File: config.mk
export PLATFORM = sky130hd
export DESIGN_NAME = hilbert4d_coords_to_index_flat
export DESIGN_NICKNAME = d
export VERILOG_FILES = /design/src/rtl/core/h4c_pkg.sv /design/src/rtl/core/h4c_channels.sv /design/src/rtl/core/h4c_cell.sv /design/src/rtl/core/h4c_encode.sv /design/src/rtl/core/hilbert4d_coords_to_index.sv /design/src/flat_wrapper.sv
export SDC_FILE = /design/constraint.sdc
export NUM_CORES = 2
export LEC_CHECK = 0
export BUFFER_PORTS_ARGS = -buffer_cell sky130_fd_sc_hd__clkbuf_2
export CORE_MARGIN = 1
export CORE_UTILIZATION = 35
export CTS_BUF_LIST = sky130_fd_sc_hd__clkbuf_16
export CTS_CLUSTER_SIZE = 25
export DETAILED_ROUTE_END_ITERATION = 6
export PLACE_DENSITY_LB_ADDON = 0.2
export SETUP_SLACK_MARGIN = 0.1
export SKIP_LAST_GASP = 1
export SLEW_MARGIN = 0
export SYNTH_ARGS = -nofsm -noshare
export SYNTH_HDL_FRONTEND = slang
export SYNTH_HIERARCHICAL = 1
export SYNTH_SLANG_ARGS = --single-unit
File: constraint.sdc
create_clock -name clock -period 12.2 [get_ports clock]
set_clock_uncertainty 0.2 [all_clocks]
set_input_delay 1.83 -clock clock [delete_from_list [all_inputs] [get_ports clock]]
set_output_delay 1.83 -clock clock [all_outputs]
set_load 0.02 [all_outputs]
File: src/rtl/core/h4c_pkg.sv
// Shared widths and payload types of the 4-D Hilbert index block.
package h4c_pkg;
   localparam int unsigned CoordWidth = 32;
   localparam int unsigned IndexWidth = 64;
   localparam int unsigned IndexBits  = 2 * IndexWidth;
   localparam int unsigned MaxDims    = 4;

   typedef logic [CoordWidth-1:0] coord_type;
   typedef logic [IndexWidth-1:0] index_type;
endpackage

File: src/rtl/core/h4c_channels.sv
// Valid/ready channel interfaces for points in and Hilbert indexes out.
interface h4c_req_if;
   import h4c_pkg::*;
   logic      valid;
   logic      ready;
   coord_type coord_x;
   coord_type coord_y;
   coord_type coord_z;
   coord_type coord_w;

   modport source (output valid, output coord_x, output coord_y, output coord_z,
                   output coord_w, input ready);
   modport sink   (input valid, input coord_x, input coord_y, input coord_z,
                   input coord_w, output ready);
endinterface

interface h4c_rsp_if;
   import h4c_pkg::*;
   logic      valid;
   logic      ready;
   index_type index_low;
   index_type index_high;

   modport source (output valid, output index_low, output index_high, input ready);
   modport sink   (input valid, input index_low, input index_high, output ready);
endinterface

File: src/rtl/core/h4c_cell.sv
// One bit level of the axes-to-transpose rotation, registered.
module h4c_cell #(
   parameter int DIMENSIONS    = 4,
   parameter int BITS_PER_AXIS = 32,
   parameter int LEVEL         = 31
) (
   input  logic                                     clock,
   input  logic                                     reset,
   input  logic                                     in_valid,
   output logic                                     in_ready,
   input  logic [DIMENSIONS-1:0][BITS_PER_AXIS-1:0] in_point,
   output logic                                     out_valid,
   input  logic                                     out_ready,
   output logic [DIMENSIONS-1:0][BITS_PER_AXIS-1:0] out_point
);
   localparam logic [BITS_PER_AXIS-1:0] LowMask =
      BITS_PER_AXIS'((64'd1 << LEVEL) - 64'd1);

   logic                                     valid_ff;
   logic                                     valid_in;
   logic [DIMENSIONS-1:0][BITS_PER_AXIS-1:0] point_ff;
   logic [DIMENSIONS-1:0][BITS_PER_AXIS-1:0] point_in;

   // Dimensions are visited in order; each step sees the axis-0 word left by the one before.
   always_comb begin
      logic [BITS_PER_AXIS-1:0] swap;
      swap     = '0;
      point_in = in_point;
      for (int d = 0; d < DIMENSIONS; d++) begin
         if (point_in[d][LEVEL]) begin
            point_in[0] = point_in[0] ^ LowMask;
         end else begin
            swap        = (point_in[0] ^ point_in[d]) & LowMask;
            point_in[0] = point_in[0] ^ swap;
            point_in[d] = point_in[d] ^ swap;
         end
      end
   end

   assign in_ready = !valid_ff || out_ready;
   assign valid_in = in_ready ? in_valid : valid_ff;

   always_ff @(posedge clock) begin
      if (reset) begin
         valid_ff <= 1'b0;
      end else begin
         valid_ff <= valid_in;
      end
   end

   always_ff @(posedge clock) begin
      if (in_valid && in_ready) begin
         point_ff <= point_in;
      end
   end

   assign out_valid = valid_ff;
   assign out_point = point_ff;
endmodule

File: src/rtl/core/h4c_encode.sv
// Gray encoding, reflection and bit interleave, with the result register.
module h4c_encode #(
   parameter int DIMENSIONS    = 4,
   parameter int BITS_PER_AXIS = 32
) (
   input  logic                                     clock,
   input  logic                                     reset,
   input  logic                                     in_valid,
   output logic                                     in_ready,
   input  logic [DIMENSIONS-1:0][BITS_PER_AXIS-1:0] in_point,
   h4c_rsp_if.source                                rsp_chan
);
   import h4c_pkg::*;

   logic [DIMENSIONS-1:0][BITS_PER_AXIS-1:0] gray;
   logic [BITS_PER_AXIS-1:0]                 flip;
   logic [IndexBits-1:0]                     index_in;
   logic [IndexBits-1:0]                     index_ff;
   logic                                     valid_ff;

   always_comb begin
      gray[0] = in_point[0];
      for (int d = 1; d < DIMENSIONS; d++) begin
         gray[d] = gray[d-1] ^ in_point[d];
      end
   end

   // Each set bit of the last dimension flips every bit below it, so a flip bit is the
   // parity of the last dimension above that position.
   always_comb begin
      for (int j = 0; j < BITS_PER_AXIS; j++) begin
         flip[j] = ^(gray[DIMENSIONS-1] >> (j + 1));
      end
   end

   always_comb begin
      index_in = '0;
      for (int b = 0; b < BITS_PER_AXIS; b++) begin
         for (int d = 0; d < DIMENSIONS; d++) begin
            index_in[b*DIMENSIONS+d] = gray[d][b] ^ flip[b];
         end
      end
   end

   assign in_ready = !valid_ff || rsp_chan.ready;

   always_ff @(posedge clock) begin
      if (reset) begin
         valid_ff <= 1'b0;
      end else if (in_ready) begin
         valid_ff <= in_valid;
      end
   end

   always_ff @(posedge clock) begin
      if (in_valid && in_ready) begin
         index_ff <= index_in;
      end
   end

   assign rsp_chan.valid      = valid_ff;
   assign rsp_chan.index_low  = index_ff[IndexWidth-1:0];
   assign rsp_chan.index_high = index_ff[IndexBits-1:IndexWidth];
endmodule

File: src/rtl/core/hilbert4d_coords_to_index.sv
// Top level: 4-D point to 128-bit Hilbert index, one bit level per pipeline cell.
//
// Usage: a point enters on req_chan (coord_x..coord_w, centered coordinates) when
// valid and ready are both high; its index leaves on rsp_chan as index_low (bits 63..0)
// and index_high (bits 127..64). Only the low BITS_PER_AXIS bits of the first
// DIMENSIONS coordinates are used; index bits above DIMENSIONS*BITS_PER_AXIS are zero.
// Pipeline: one register per rotation cell for levels BITS_PER_AXIS-1 down to 1,
// then the output register after the Gray/interleave logic.
// Throughput: one point per cycle while rsp_chan.ready is high, set by the row of
// cells that each hold one item.
// Reset clears every valid bit; no item is in flight afterwards (data is not reset).
// When the receiver stalls, the result stays on rsp_chan unchanged; empty cells keep
// taking items until the row is full, and then req_chan.ready drops.
module hilbert4d_coords_to_index #(
   parameter int DIMENSIONS    = 4,
   parameter int BITS_PER_AXIS = 32
) (
   input logic       clock,
   input logic       reset,
   h4c_req_if.sink   req_chan,
   h4c_rsp_if.source rsp_chan
);
   import h4c_pkg::*;

   localparam logic [BITS_PER_AXIS-1:0] CenterBit =
      BITS_PER_AXIS'(64'd1 << (BITS_PER_AXIS - 1));

   coord_type                                coords      [MaxDims];
   logic                                     stage_valid [BITS_PER_AXIS];
   logic                                     stage_ready [BITS_PER_AXIS];
   logic [DIMENSIONS-1:0][BITS_PER_AXIS-1:0] stage_point [BITS_PER_AXIS];

   assign coords[0] = req_chan.coord_x;
   assign coords[1] = req_chan.coord_y;
   assign coords[2] = req_chan.coord_z;
   assign coords[3] = req_chan.coord_w;

   // Flipping the top bit moves the lowest corner of the space to zero and the center to the midpoint.
   for (genvar d = 0; d < DIMENSIONS; d++) begin : g_center
      assign stage_point[0][d] = coords[d][BITS_PER_AXIS-1:0] ^ CenterBit;
   end

   assign stage_valid[0] = req_chan.valid;
   assign req_chan.ready = stage_ready[0];

   for (genvar k = 0; k < BITS_PER_AXIS - 1; k++) begin : g_cell
      h4c_cell #(
         .DIMENSIONS    (DIMENSIONS),
         .BITS_PER_AXIS (BITS_PER_AXIS),
         .LEVEL         (BITS_PER_AXIS - 1 - k)
      ) u_cell (
         .clock     (clock),
         .reset     (reset),
         .in_valid  (stage_valid[k]),
         .in_ready  (stage_ready[k]),
         .in_point  (stage_point[k]),
         .out_valid (stage_valid[k+1]),
         .out_ready (stage_ready[k+1]),
         .out_point (stage_point[k+1])
      );
   end

   h4c_encode #(
      .DIMENSIONS    (DIMENSIONS),
      .BITS_PER_AXIS (BITS_PER_AXIS)
   ) u_encode (
      .clock    (clock),
      .reset    (reset),
      .in_valid (stage_valid[BITS_PER_AXIS-1]),
      .in_ready (stage_ready[BITS_PER_AXIS-1]),
      .in_point (stage_point[BITS_PER_AXIS-1]),
      .rsp_chan (rsp_chan)
   );
endmodule

File: src/flat_wrapper.sv
// flat-port wrapper written by rule: the top's interface ports become plain ports
module hilbert4d_coords_to_index_flat import h4c_pkg::*;
#(
   parameter int DIMENSIONS    = 4,
   parameter int BITS_PER_AXIS = 32
)
  (clock, reset, req_chan_valid, req_chan_coord_x, req_chan_coord_y, req_chan_coord_z, req_chan_coord_w, req_chan_ready, rsp_chan_valid, rsp_chan_index_low, rsp_chan_index_high, rsp_chan_ready);
  h4c_req_if req_chan_i ();
  h4c_rsp_if rsp_chan_i ();
  input logic clock;
  input logic reset;
  input wire logic [$bits(req_chan_i.valid)-1:0] req_chan_valid;
  input wire logic [$bits(req_chan_i.coord_x)-1:0] req_chan_coord_x;
  input wire logic [$bits(req_chan_i.coord_y)-1:0] req_chan_coord_y;
  input wire logic [$bits(req_chan_i.coord_z)-1:0] req_chan_coord_z;
  input wire logic [$bits(req_chan_i.coord_w)-1:0] req_chan_coord_w;
  output wire logic [$bits(req_chan_i.ready)-1:0] req_chan_ready;
  output wire logic [$bits(rsp_chan_i.valid)-1:0] rsp_chan_valid;
  output wire logic [$bits(rsp_chan_i.index_low)-1:0] rsp_chan_index_low;
  output wire logic [$bits(rsp_chan_i.index_high)-1:0] rsp_chan_index_high;
  input wire logic [$bits(rsp_chan_i.ready)-1:0] rsp_chan_ready;
  assign req_chan_i.valid = req_chan_valid;
  assign req_chan_i.coord_x = req_chan_coord_x;
  assign req_chan_i.coord_y = req_chan_coord_y;
  assign req_chan_i.coord_z = req_chan_coord_z;
  assign req_chan_i.coord_w = req_chan_coord_w;
  assign req_chan_ready = req_chan_i.ready;
  assign rsp_chan_valid = rsp_chan_i.valid;
  assign rsp_chan_index_low = rsp_chan_i.index_low;
  assign rsp_chan_index_high = rsp_chan_i.index_high;
  assign rsp_chan_i.ready = rsp_chan_ready;
  hilbert4d_coords_to_index #(.DIMENSIONS(DIMENSIONS), .BITS_PER_AXIS(BITS_PER_AXIS)) u_core (.clock(clock), .reset(reset), .req_chan(req_chan_i), .rsp_chan(rsp_chan_i));
endmodule
# Yosys cells after proc, flatten, opt, wreduce, memory -nomap -nowiden
# Index checks and enable logic that the tools add are counted.
[word_totals]
inputBits = 132
wordCells = 1218
output_inout_bits = 130
ff_bits = 4128
[op_classes]
n_reduce_logical = 127
bitwise = 627
mux = 217
[ops]
columns = ["op", "count"]
rows = [
  ["$mux W32", 217],
  ["$reduce_xor A32 Y1", 31],
  ["$xor A32 B1 Y32", 8],
  ["$xor A32 B10 Y32", 8],
  ["$xor A32 B11 Y32", 8],
  ["$xor A32 B12 Y32", 8],
  ["$xor A32 B13 Y32", 8],
  ["$xor A32 B14 Y32", 8],
  ["$xor A32 B15 Y32", 8],
  ["$xor A32 B16 Y32", 8],
  ["$xor A32 B17 Y32", 8],
  ["$xor A32 B18 Y32", 8],
  ["$xor A32 B19 Y32", 8],
  ["$xor A32 B2 Y32", 8],
  ["$xor A32 B20 Y32", 8],
  ["$xor A32 B21 Y32", 8],
  ["$xor A32 B22 Y32", 8],
  ["$xor A32 B23 Y32", 8],
  ["$xor A32 B24 Y32", 8],
  ["$xor A32 B25 Y32", 8],
  ["$xor A32 B26 Y32", 8],
  ["$xor A32 B27 Y32", 8],
  ["$xor A32 B28 Y32", 8],
  ["$xor A32 B29 Y32", 8],
  ["75 further kinds", 547],
]

# Depth between registers and ports, before layout
[logic_depth]
word_depth = 34
depth_mapped = 33
depth_no_buf = 33

# Hierarchy
# The synthesis kept the hierarchy.
[by_module_without_submodules]
columns = ["mod", "seq_area_each_um2", "instances", "cells_per_inst", "area_each_um2"]
rows = [
  ["h4c_encode", 3863.7, 1, 409, 6718.9],
  ["h4c_cell (u_core.g_cell[0].u_cell)", 3863.7, 1, 520, 6627.6],
  ["h4c_cell (u_core.g_cell[1].u_cell)", 3863.7, 1, 512, 6518.8],
  ["h4c_cell (u_core.g_cell[2].u_cell)", 3863.7, 1, 500, 6396.1],
  ["h4c_cell (u_core.g_cell[3].u_cell)", 3863.7, 1, 486, 6328.6],
  ["h4c_cell (u_core.g_cell[4].u_cell)", 3863.7, 1, 475, 6263.5],
  ["h4c_cell (u_core.g_cell[6].u_cell)", 3863.7, 1, 451, 6188.4],
  ["h4c_cell (u_core.g_cell[5].u_cell)", 3863.7, 1, 463, 6185.9],
  ["h4c_cell (u_core.g_cell[7].u_cell)", 3863.7, 1, 440, 6100.9],
  ["h4c_cell (u_core.g_cell[8].u_cell)", 3863.7, 1, 426, 5894.4],
  ["h4c_cell (u_core.g_cell[9].u_cell)", 3863.7, 1, 414, 5798.1],
  ["h4c_cell (u_core.g_cell[10].u_cell)", 3863.7, 1, 402, 5726.7],
  ["h4c_cell (u_core.g_cell[11].u_cell)", 3863.7, 1, 390, 5649.2],
  ["h4c_cell (u_core.g_cell[12].u_cell)", 3863.7, 1, 377, 5615.4],
  ["19 more rows", "n/a", "n/a", "n/a", "n/a"],
]

# Worst setup path before layout
# OpenSTA, ideal clock, no wires.
[synth_path]
path_kind = "input -> register"
from = "in rsp_chan_ready"
to = "reg u_core.g_cell[0].u_cell.point_ff (netlist bit u_core/g_cell[0].u_cell/out_point[0]) (enable)"
setup_slack_ns = 2.696
stages = 33
setup_time_ns = 0.502
t_required_ns = 11.498
path_buffers = 0
arrival_ns = 8.802
path_cell_list = "nand2b_1 > nand2b_1 > nand2b_1 > nand2b_1 > nand2b_1 > nand2b_1 > nand2b_1 > nand2b_1 > nand2b_1 > nand2b_1 > nand2b_1 > nand2b_1 > nand2b_1 > nand2b_1 > nand2b_1 > nand2b_1 > nand2b_1 > nand2b_1 > nand2b_1 > nand2b_1 > nand2b_1 > nand2b_1 > nand2b_1 > nand2b_1 > nand2b_1 > nand2b_1 > nand2b_1 > nand2b_1 > nand2b_1 > nand2b_1 > nand2b_1 > nand2b_1 > and2_1"
[synth_rtl]
columns = ["element", "line_no", "source"]
rows = [
  ["start: declaration", "flat_wrapper.sv:21", "input wire logic [$bits(rsp_chan_i.ready)-1:0] rsp_chan_ready;"],
  ["end signal: assignment", "h4c_cell.sv:53", "point_ff <= point_in;"],
  ["end: declaration", "h4c_cell.sv:21", "logic [DIMENSIONS-1:0][BITS_PER_AXIS-1:0] point_ff;"],
]

==> summary.md <==
| Metric | Value |
|---|---|
| Status | finished clean |
| Longest Clk Path Bufs | 4 |
| Via-to-Cell Ratio | 4.75 |
| Post-Place Cells | around 17,000 |
| Number of vias in the routed layout | 85,100 |
| DRT antenna net count | 0 |
| Cell Area, Placed | 178,000 µm² |
| Vias in the first global route | ~87,000 |
| Syn_nets | between 10,000 and 15,000 |
| Pre-antenna DRT Iters | 6 |
| Tmin final | 10.60 ns |
| Commonest non-fill, non-tap cells in the layout | edfxtp_1, o21ai_0, mux2i_1 |
| Post-DP HPWL | 243 mm |
| Synth warn | 6 |
| Min-Delay Path Class | register to register |
| Clock transition at path regs | approximately 0.060 ns |
| Peak Freq | about 94 MHz |
| Top_reg_cell synth | edfxtp_1 |
| Register area share after synthesis | 0.720 |
| Mean post-synth cell area | between 15 and 20 µm² |
| Worst slew pin tran | 1.33 ns |
| Worst EP required | 10.17 ns |
| Clk root buf | clkbuf_16 |
| Initial antenna violation count | 2 |
| Wire per inst | a little under 20 µm |
| Nets@finish | 11,300 |
| Routed wire length | 346 mm |
| Peak VDD IR | 0.143 mV |
| Number of enable flip-flop cells after synthesis | 4,096 |
| All-Layer GR Usage | 0.137 |
| CTS sink count | 4,128 |
| Post-Synthesis Cells | approximately 11,000 |
| Total grt overflow | 0 |
| Initial core utilization | 0.352 |
| Endpoints failing hold | 0 |
| Post-CTS Resized | 0 |
| 1st-iter DRT viols | roughly 5,600 |
| Num CTS Buffers | 418 |
| Final period util | 0.868 |
| Post-CTS Setup Bufs | 0 |
| Layout cells sized above 1 | 0.135 |
| Drt drc | 0 |
| Critical Path AT | approximately 8.6 ns |
| Slew Viols, Final | 0 |
| Most frequent CP cell | nand2b_1 |
| RSZ-0062 raised after global routing | false |
| CORE AREA | 487,000 µm² |
| Die width | about 700 µm |
| Die area | 493,000 µm² |
| Row count | 256 |
| Htree depth | 5 |
| Crit start category | primary input |
| Library cells used by synthesis | 61 |
| TritonCTS clock tree | done |
| Slew headroom | 0.110 |
| Hold-fix buffers, CTS | 0 |
| Placer Congestion | 0.826 |
| First-pass GRT wire length | 526 mm |
| Layout area overhead | 11.6% |
| Critical path class | primary input to output port |
| Crit end category | output port |
| Port buffer count | 261 |
| Final cell count without fillers | 17,900 |
| Max cap viols | 0 |
| Leakage power | 66.5 nW |
| Design area | 192,000 µm² |
| Clk_lat worst skew | 1.01 ns |
| Largest net degree at the start of global routing | 117 |
| Total power divided by cell area | 148 nW/µm² |
| Async SR Flop Fraction | 0 |
| Crit path max fanout | 3 |
| Critical Path Slowest Stage Cell | nand2b_1 |
| # IOs | about 260 |
| Commonest non-fill, non-tap cell in the layout | edfxtp_1 |
| Mapped Area | 172,000 µm² |
| Chip height | 702 µm |
| Worst hold slack | 0.177 ns |
| Fin Setup TNS | 0 ns |
| Final setup fails | 0 |
| Max incr delay on CP | around 0.26 ns |
| Synthesized flop and latch total | 4,128 |
## cells in the mapped netlist (all sizes together), types with 2 or more instances
library cell	number	area (µm²)
nand3b	2	15.0
clkbuf	333	1280
nor3	2	10.0
xnor2	535	4870
xor2	202	1780
buf	370	2910
or3	9	56.3
o22ai	8	50.1
or2b	48	362
a211oi	4	35.0
edfxtp	4096	123000
and3b	7	63.8
o221a	455	5120
and2	32	200
xor3	3	72.6
mux2	114	1430
xnor3	20	455
nor2	155	582
o21a	31	233
dfxtp	32	641
o21ai	1508	7550
or2	26	165
a21oi	149	746
nand2b	466	2920
and3	2	13.8
a211o	2	17.5
nand2	92	348
inv	1032	3870
nor2b	3	18.8
mux2i	1256	12900
## cell type report
type                    instances  area, µm²
repair buffers                423       2680
fillers                     44100     296000
inverters                    1032       3870
clock buffers                 422      10600
flip-flops and latches       4128     124000
diodes                          6       15.0
multi-input cells            5132      40100
well taps                    6450       8070
clock inverters               340       2650
## routing by layer
layer | global-route usage | up-vias | part of all wire
li1 | - | 40800 | -
met1 | 0.152 | 42200 | 0.39
met2 | 0.265 | 1447 | 0.54
met3 | 0.0164 | 627 | 0.030
met4 | 0.0466 | 0 | 0.033
met5 | 0 | - | 0
## kinds of logic after synthesis
logic type	share of synthesized area
DFF	0.720
muxes	0.0833
xor gates and xnor gates	0.0418
AOI/OAI and AO/OA	0.0802
and+or+nand+nor	0.0277
buffers and inverters	0.0470
## where the power goes
part / switching [mW] / internal [mW] / total (mW)
combinational: 0.307 / 0.197 / 0.504
sequential: 0.0537 / 15.5 / 15.6
clock: 5.33 / 6.97 / 12.3
total: 5.69 / 22.7 / 28.4
## path summary, 6_finish.rpt
check / from / end / slack, ns / cells after the start
worst max register to register: u_core/u_encode/rsp_chan.valid$_SDFFE_PP0N_ / u_core/g_cell[0].u_cell/out_point[102]$_DFFE_PP_ / 4.33 / 34
worst max-delay path: rsp_chan_ready / req_chan_ready / 1.60 / 34
worst min-delay path: u_core/g_cell[23].u_cell/out_point[9]$_DFFE_PP_ / u_core/g_cell[24].u_cell/out_point[9]$_DFFE_PP_ / 0.18 / 0
worst min register to register: u_core/g_cell[23].u_cell/out_point[9]$_DFFE_PP_ / u_core/g_cell[24].u_cell/out_point[9]$_DFFE_PP_ / 0.18 / 0
## registers in the layout (all words and copies together), names as in the netlist
register and cells:
u_core/g_cell.u_cell/out_point 3968, u_core/g_cell.u_cell/out_valid 31, u_core/u_encode/index_ff 128, u_core/u_encode/rsp_chan.valid 1
## worst max-delay path: cells and delay by family
family | cells | cell delay [ns]
AND/OR/NAND/NOR | 32 | 6.37
buffers and inverters | 2 | 0.33
## metrics by stage
| stage | util | worst slack (ns) | total power, mW |
|---|---|---|---|
| floorplan | - | 2.70 | 16.2 |
| global placement | 0.366 | 1.25 | 16.3 |
| detailed placement | 0.366 | 1.58 | 16.4 |
| CTS | 0.393 | 1.50 | 28.7 |
| global route | 0.393 | 0.943 | 29.3 |
| finish | 0.393 | 1.60 | 28.4 |
(Power assumes the default switching activity.)
